==> src/rtl/core/lcp_pkg.sv <==
// Shared types and constants for the LED chase pattern generator.
// No dependencies; imported by lcp_step and the top level.
`timescale 1ns / 1ps

package lcp_pkg;

    localparam int LED_W  = 32;
    localparam int HALF_W = 16;
    localparam int MODE_W = 3;
    localparam int STEP_W = 6;
    localparam int KEY_W  = 4;

    localparam logic [LED_W-1:0]  ALL_ON  = 32'hffff_ffff;
    localparam logic [LED_W-1:0]  TOP_BIT = 32'h8000_0000;
    localparam logic [LED_W-1:0]  LOW_BIT = 32'h0000_0001;
    localparam logic [HALF_W-1:0] HALF_ON = 16'hffff;

    localparam logic [STEP_W-1:0] FULL_LAST = 6'd32;
    localparam logic [STEP_W-1:0] HALF_LAST = 6'd16;
    localparam logic [STEP_W-1:0] DOT_LAST  = 6'd31;
    localparam logic [STEP_W-1:0] DOT_SPAN  = 6'd32;

    localparam logic KIND_TICK = 1'b0;
    localparam logic KIND_KEY  = 1'b1;

    localparam logic [KEY_W-1:0] KEY_FIRST = 4'd1;
    localparam logic [KEY_W-1:0] KEY_LAST  = 4'd6;
    localparam logic [KEY_W-1:0] KEY_STOP  = 4'd7;

    localparam logic [MODE_W-1:0] MODE_BLINK      = 3'd0;
    localparam logic [MODE_W-1:0] MODE_FILL_UP    = 3'd1;
    localparam logic [MODE_W-1:0] MODE_FILL_DOWN  = 3'd2;
    localparam logic [MODE_W-1:0] MODE_HALF_IN    = 3'd3;
    localparam logic [MODE_W-1:0] MODE_HALF_OUT   = 3'd4;
    localparam logic [MODE_W-1:0] MODE_STACK_LOW  = 3'd5;
    localparam logic [MODE_W-1:0] MODE_STACK_HIGH = 3'd6;

    typedef struct packed {
        logic [MODE_W-1:0] mode;
        logic              half;
        logic [STEP_W-1:0] outer;
        logic [STEP_W-1:0] inner;
        logic [LED_W-1:0]  leds;
    } t_state;

endpackage

==> src/rtl/core/lcp_step.sv <==
// Next-state logic for one beat: key handling and one pattern frame per tick.
// Depends on lcp_pkg.
`timescale 1ns / 1ps

module lcp_step
    import lcp_pkg::*;
(
    input  t_state             i_cur,
    input  logic               i_kind,
    input  logic [KEY_W-1:0]   i_key,
    output t_state             o_nxt
);

    always_comb begin
        logic [STEP_W-1:0] n;
        logic [STEP_W-1:0] n1;
        logic [STEP_W-1:0] i;
        logic [STEP_W-1:0] i1;
        logic [STEP_W-1:0] lim;
        logic [LED_W-1:0]  lo32;
        logic [HALF_W-1:0] lo16;
        logic [HALF_W-1:0] hi16;
        logic [HALF_W-1:0] shl16;
        logic [HALF_W-1:0] shr16;
        logic              sel;
        logic [MODE_W-1:0] pick;

        o_nxt = i_cur;
        n     = '0;
        n1    = '0;
        i     = '0;
        i1    = '0;
        lim   = '0;
        lo32  = '0;
        lo16  = '0;
        hi16  = '0;
        shl16 = '0;
        shr16 = '0;
        sel   = 1'b0;
        pick  = MODE_BLINK;

        if (i_kind == KIND_KEY) begin
            if (i_key inside {[KEY_FIRST:KEY_LAST]}) begin
                sel  = 1'b1;
                pick = i_key[MODE_W-1:0];
            end else if (i_key == KEY_STOP) begin
                sel  = 1'b1;
                pick = MODE_BLINK;
            end
            if (sel && (pick != i_cur.mode)) begin
                o_nxt.mode  = pick;
                o_nxt.half  = 1'b0;
                o_nxt.outer = '0;
                o_nxt.inner = '0;
                o_nxt.leds  = '0;
            end
        end else begin
            case (i_cur.mode)
                MODE_BLINK: begin
                    o_nxt.leds = ~i_cur.leds;
                end
                MODE_FILL_UP, MODE_FILL_DOWN: begin
                    n = (i_cur.inner > FULL_LAST) ? '0 : i_cur.inner;
                    if (n >= FULL_LAST) begin
                        lo32 = '0;
                    end else if (i_cur.mode == MODE_FILL_UP) begin
                        lo32 = ALL_ON << n[4:0];
                    end else begin
                        lo32 = ALL_ON >> n[4:0];
                    end
                    o_nxt.leds = i_cur.half ? lo32 : ~lo32;
                    n1 = n + 6'd1;
                    if (n1 > FULL_LAST) begin
                        o_nxt.inner = '0;
                        o_nxt.half  = ~i_cur.half;
                    end else begin
                        o_nxt.inner = n1;
                    end
                end
                MODE_HALF_IN, MODE_HALF_OUT: begin
                    n = (i_cur.inner > HALF_LAST) ? '0 : i_cur.inner;
                    shl16 = (n >= HALF_LAST) ? '0 : (HALF_ON << n[3:0]);
                    shr16 = (n >= HALF_LAST) ? '0 : (HALF_ON >> n[3:0]);
                    if (i_cur.mode == MODE_HALF_IN) begin
                        lo16 = shl16;
                        hi16 = shr16;
                    end else begin
                        lo16 = shr16;
                        hi16 = shl16;
                    end
                    if (!i_cur.half) begin
                        lo16 = ~lo16;
                        hi16 = ~hi16;
                    end
                    o_nxt.leds = {hi16, lo16};
                    n1 = n + 6'd1;
                    if (n1 > HALF_LAST) begin
                        o_nxt.inner = '0;
                        o_nxt.half  = ~i_cur.half;
                    end else begin
                        o_nxt.inner = n1;
                    end
                end
                MODE_STACK_LOW, MODE_STACK_HIGH: begin
                    i   = (i_cur.outer > DOT_LAST) ? '0 : i_cur.outer;
                    lim = DOT_SPAN - i;
                    n   = (i_cur.inner >= lim) ? '0 : i_cur.inner;
                    if (i_cur.mode == MODE_STACK_LOW) begin
                        o_nxt.leds = ~(ALL_ON << i[4:0]) | (TOP_BIT >> n[4:0]);
                    end else begin
                        o_nxt.leds = ~(ALL_ON >> i[4:0]) | (LOW_BIT << n[4:0]);
                    end
                    n1 = n + 6'd1;
                    if (n1 >= lim) begin
                        i1 = i + 6'd1;
                        o_nxt.inner = '0;
                        o_nxt.outer = (i1 > DOT_LAST) ? '0 : i1;
                    end else begin
                        o_nxt.inner = n1;
                        o_nxt.outer = i;
                    end
                end
                default: begin
                    o_nxt = i_cur;
                end
            endcase
        end
    end

endmodule

==> src/rtl/core/led_chase_pattern_generator.sv <==
// LED chase pattern generator top level: input register, pattern state, result register.
// An accepted beat waits in the input register until the result register is free.
// Throughput: one beat per cycle while the output is not stalled; lcp_step is combinational.
// Reset (synchronous, active low): blink mode, all counters zero, all LEDs off, no beats held.
// Depends on lcp_pkg and lcp_step.
`timescale 1ns / 1ps

module led_chase_pattern_generator
    import lcp_pkg::*;
(
    input  logic              i_clk,
    input  logic              i_rst_n,
    input  logic              i_in_valid,
    output logic              o_in_ready,
    input  logic              i_kind,
    input  logic [KEY_W-1:0]  i_key,
    output logic              o_out_valid,
    input  logic              i_out_ready,
    output logic [LED_W-1:0]  o_led_pattern,
    output logic [MODE_W-1:0] o_active_mode
);

    logic              r_in_valid;
    logic              r_kind;
    logic [KEY_W-1:0]  r_key;
    t_state            r_state;
    t_state            n_state;
    logic              r_out_valid;
    logic [LED_W-1:0]  r_led;
    logic [MODE_W-1:0] r_mode;
    logic              w_adv;

    lcp_step u_step (
        .i_cur  (r_state),
        .i_kind (r_kind),
        .i_key  (r_key),
        .o_nxt  (n_state)
    );

    assign w_adv      = r_in_valid && (!r_out_valid || i_out_ready);
    assign o_in_ready = !r_in_valid || w_adv;

    always_ff @(posedge i_clk) begin
        if (!i_rst_n) begin
            r_in_valid  <= 1'b0;
            r_out_valid <= 1'b0;
            r_state     <= '0;
        end else begin
            if (o_in_ready) begin
                r_in_valid <= i_in_valid;
            end
            if (w_adv) begin
                r_state     <= n_state;
                r_out_valid <= 1'b1;
            end else if (i_out_ready) begin
                r_out_valid <= 1'b0;
            end
        end
    end

    always_ff @(posedge i_clk) begin
        if (i_in_valid && o_in_ready) begin
            r_kind <= i_kind;
            r_key  <= i_key;
        end
        if (w_adv) begin
            r_led  <= n_state.leds;
            r_mode <= n_state.mode;
        end
    end

    assign o_out_valid   = r_out_valid;
    assign o_led_pattern = r_led;
    assign o_active_mode = r_mode;

endmodule

==> config.mk <==
export PLATFORM = sky130hd
export DESIGN_NAME = led_chase_pattern_generator
export DESIGN_NICKNAME = d
export VERILOG_FILES = /design/src/rtl/core/lcp_pkg.sv /design/src/rtl/core/lcp_step.sv /design/src/rtl/core/led_chase_pattern_generator.sv
export SDC_FILE = /design/constraint.sdc
export NUM_CORES = 1
export LEC_CHECK = 0
export ABC_AREA = 1
export BUFFER_PORTS_ARGS = -buffer_cell sky130_fd_sc_hd__buf_2
export CAP_MARGIN = 30
export CORE_MARGIN = 3
export CORE_UTILIZATION = 35
export CTS_CLUSTER_SIZE = 16
export DETAILED_ROUTE_END_ITERATION = 7
export PLACE_DENSITY_LB_ADDON = 0.08
export SETUP_SLACK_MARGIN = 0.1
export SKIP_LAST_GASP = 1
export SLEW_MARGIN = 20
export SYNTH_ARGS = -nofsm -noshare
export SYNTH_HDL_FRONTEND = slang
export SYNTH_SLANG_ARGS = --single-unit
==> constraint.sdc <==
create_clock -name i_clk -period 7.2 [get_ports i_clk]
set_input_delay 1.44 -clock i_clk [delete_from_list [all_inputs] [get_ports i_clk]]
set_output_delay 1.44 -clock i_clk [all_outputs]
set_load 0.02 [all_outputs]
==> qor.csv <==
stage,metric,value,unit
status,run_status,completed,
global_route,grt_pass1_vias,7877,
cts,clock_latency,0.36,ns
drt,antenna_left,0,
global_route,grt_use_met2,0.349,
pwr,p_int,0.948,mW
sta,setup_violations,0,
final_layout,regArea,0.00220,mm2
pwr,combPwrFrac,0.233,
sta,max_slew.worst_pin.slew,0.986,ns
critical_path,r2r-start,r_state[38]$_SDFFE_PN0P_,
final_layout,drive_gt1_frac,0.100,
cts,cts-resized-gates,0,
cts,cts_htree_levels,3,
pwr,switching_share,0.342,
pwr,switching_power,0.493,mW
floorplanning,die-area,0.0256,mm2
run,max-cap-violations,0,
synth,synth_warnings,0,
cts,cts_buffers,9,
global_route,grt.met1_usage,0.327,
synth,synthFlopType,dfxtp_1,
sta,timing.final.crit_share,0.623,
critical_path,crit_fanout,11,
cts,clkSinkCount,90,
final_layout,fin_cells,1678,
critical_path,worst-r2r-setup-slack,2.72,ns
critical_path,crit_path_max_incr_delay,0.34,ns
drt,drt-initial-drc-count,741,
cts,post-cts-setup-buffer-count,0,
final_layout,diodes,0,
sta,clock.fmax,223,MHz
drt,wire_per_inst,17.6,um
sta,hold_viol_final,0,
cts,cts_hold_buf,0,
critical_path,cp-end-kind,register,
drt,vias_per_cell,5.30,
synth,synth-seq-cells,90,
cts,clkTransAtPathRegs,0.08,ns
floorplanning,coreArea,0.0230,mm2
floorplanning,row_count,55,
global_route,grt_antenna_before_repair,0,
critical_path,critPathArrivalTime,4.77,ns
pwr,seqPwrFrac,0.410,
critical_path,reg2reg_to,r_state[32]$_SDFFE_PN0P_,
sta,min_period,4.48,ns
global_route,overflow,0,
floorplanning,initial_core_util,0.361,
global_route,grt_max_degree,56,
worst_hold_path,min_from,r_state[38]$_SDFFE_PN0P_,
critical_path,cp_slowest_cell,nor2_2,
placement,portBuffers,45,
critical_path,ff2ff_path_depth,28,
pwr,p_total,1.44,mW
global_route,grt-busiest-layer,met2,
drt,vias,8887,
synth,ys_seq_area_frac,0.266,
sta,slew_headroom,0.342,
synth,async_reset_ff_frac,0,
sta,slew_violations,0,
pwr,pwr-share-clk,0.357,
global_route,met3_usage,0.0293,
cts,tritoncts,built,
drt,routed_wirelength,29600,um
worst_hold_path,holdPathEnd,r_state[38]$_SDFFE_PN0P_,
global_route,grt_first_pass_wirelength,45900,um
synth,synthesis.area,0.00829,mm2
cts,cts_buffer_depth,2,
final_layout,multi_input_area,0.00513,mm2
sta,fin_setup_tns,0,ns
floorplanning,io_pins,46,
placement,place_area,0.00874,mm2
final_layout,nets,1398,
final_layout,fillers,2539,
critical_path,worstPathRequired,7.49,ns
pwr,power.density,159,mW/mm2
synth,synth_nets,1398,
critical_path,crit_type,reg -> reg,
floorplanning,die_width,160,um
synth,synth_cell_types,46,
pwr,leakagePower,4.31,nW
floorplanning,die_h,160,um
final_layout,area_growth,9.38,%
cts,cts_root_buf,clkbuf_16,
global_route,track_usage,0.227,
placement,dp_hpwl,21600,um
sta,rsz0062_at_grt,no,
synth,synth-edff-count,40,
critical_path,start_kind,register,
drt,dr.pass1.iters,5,
final_layout,stdcell_area,0.00907,mm2
sta,finClkSkew,0.0105,ns
synth,avgSynthCellArea,6.10,um2
placement,routabilityCongestion,0.930,
worst_hold_path,holdCritPathClass,reg -> reg,
placement,post-place-cells,1661,
drt,drc_errors,0,
pwr,irDropWorstVdd,0.0892,mV
worst_hold_path,hold_depth,2,
synth,postSynthCellCount,1360,
-- Yosys cell counts, types with 24 or more instances --
library cell,number,share of area
ha_1,29,0.044
o211ai_1,24,0.022
inv_1,156,0.071
nand3_1,188,0.11
edfxtp_1,40,0.14
nand2_1,366,0.17
dfxtp_1,50,0.12
nor2_1,89,0.040
o21ai_0,69,0.042
clkbuf_1,49,0.022
a21oi_1,120,0.072
nand4_1,32,0.024
-- critical path, delay by kind of cell (launching register included) --
kind | cells | cell delay [ns]
fa+ha+maj | 6 | 1.50
simple gates | 13 | 1.74
buf+inv | 5 | 0.36
compound gates | 4 | 0.47
flops | 1 | 0.33
-- worst max-delay path by stage --
stage | from | to | slack (ns) | cells past startpoint
2_1_floorplan | r_state[43]$_SDFFE_PN0P_ | r_state[35]$_SDFFE_PN0P_ | 3.23 | 28
3_3_place_gp | r_state[43]$_SDFFE_PN0P_ | r_state[38]$_SDFFE_PN0P_ | 2.72 | 27
3_5_place_dp | r_state[38]$_SDFFE_PN0P_ | r_state[41]$_SDFFE_PN0P_ | 2.71 | 28
4_1_cts | r_state[38]$_SDFFE_PN0P_ | r_state[32]$_SDFFE_PN0P_ | 2.68 | 28
5_1_grt | r_state[38]$_SDFFE_PN0P_ | r_state[34]$_SDFFE_PN0P_ | 2.28 | 28
6_report | r_state[38]$_SDFFE_PN0P_ | r_state[32]$_SDFFE_PN0P_ | 2.72 | 28
-- cell usage in the layout, fill, tap and decap left out, drive strengths merged --
cell type / count
clkinvlp: 2
a21boi: 2
buf: 59
inv: 175
o21bai: 3
nand4: 33
o21ai: 93
nand3: 189
clkinv: 6
o21a: 2
a211oi: 1
or2: 8
a21oi: 120
bufinv: 1
edfxtp: 40
o22ai: 4
xor2: 11
o311ai: 1
nand3b: 1
o31ai: 1
nor3: 10
a31oi: 3
clkbuf: 10
dfxtp: 50
nor3b: 1
nand2: 384
nor4: 1
o211ai: 24
ha: 29
nor2: 101
-- power groups by stage --
| stage | sequential (mW) | clock [mW] | combinational, mW |
|---|---|---|---|
| after CTS | 0.591 | 0.530 | 0.334 |
| after detailed placement | 0.603 | 0 | 0.333 |
| final | 0.591 | 0.514 | 0.336 |
| after global routing | 0.595 | 0.547 | 0.377 |
| after floorplan | 0.615 | 0 | 0.222 |
| after global placement | 0.602 | 0 | 0.332 |
-- flip-flops by register name (all words and copies together) (netlist names) --
name and cells:
o_active_mode 3, o_led_pattern 32, o_out_valid 1, r_in_valid 1, r_key 4, r_kind 1, r_state 48
-- final cells by class --
class,instances,area share
timing repair buffer,59,0.0400
inverter,178,0.0742
sequential,90,0.243
clock inverter,6,0.00869
tap,313,0.0432
clock buffer,10,0.0252
multi-input combinational,1022,0.566
-- cell families (layout without fill, tap and decap cells) --
| kind of cell | Yosys count | count (layout) | share of synthesized area |
|---|---|---|---|
| buf+inv | 248 | 253 | 0.116 |
| flops | 90 | 90 | 0.265 |
| xor+xnor | 11 | 11 | 0.0116 |
| simple gates | 728 | 728 | 0.395 |
| compound gates | 254 | 254 | 0.168 |
| fa+ha+maj | 29 | 29 | 0.0437 |
-- stage by stage --
step	util	setup slack [ns]	hold WS [ns]
floorplan	-	3.23	0.445
global placement	0.379	2.72	0.455
detailed placement	0.380	2.71	0.459
CTS	0.394	2.68	0.470
global route	0.395	2.28	0.484
finish	0.395	2.72	0.470
-- per-layer routing --
| metal | up-vias | share of wire |
|---|---|---|
| met2 | 236 | 0.44 |
| met1 | 4111 | 0.48 |
| met3 | 43 | 0.050 |
| met4 | 0 | 0.030 |
| li1 | 4497 | - |
| met5 | - | 0 |
(Power assumes the default switching activity.)
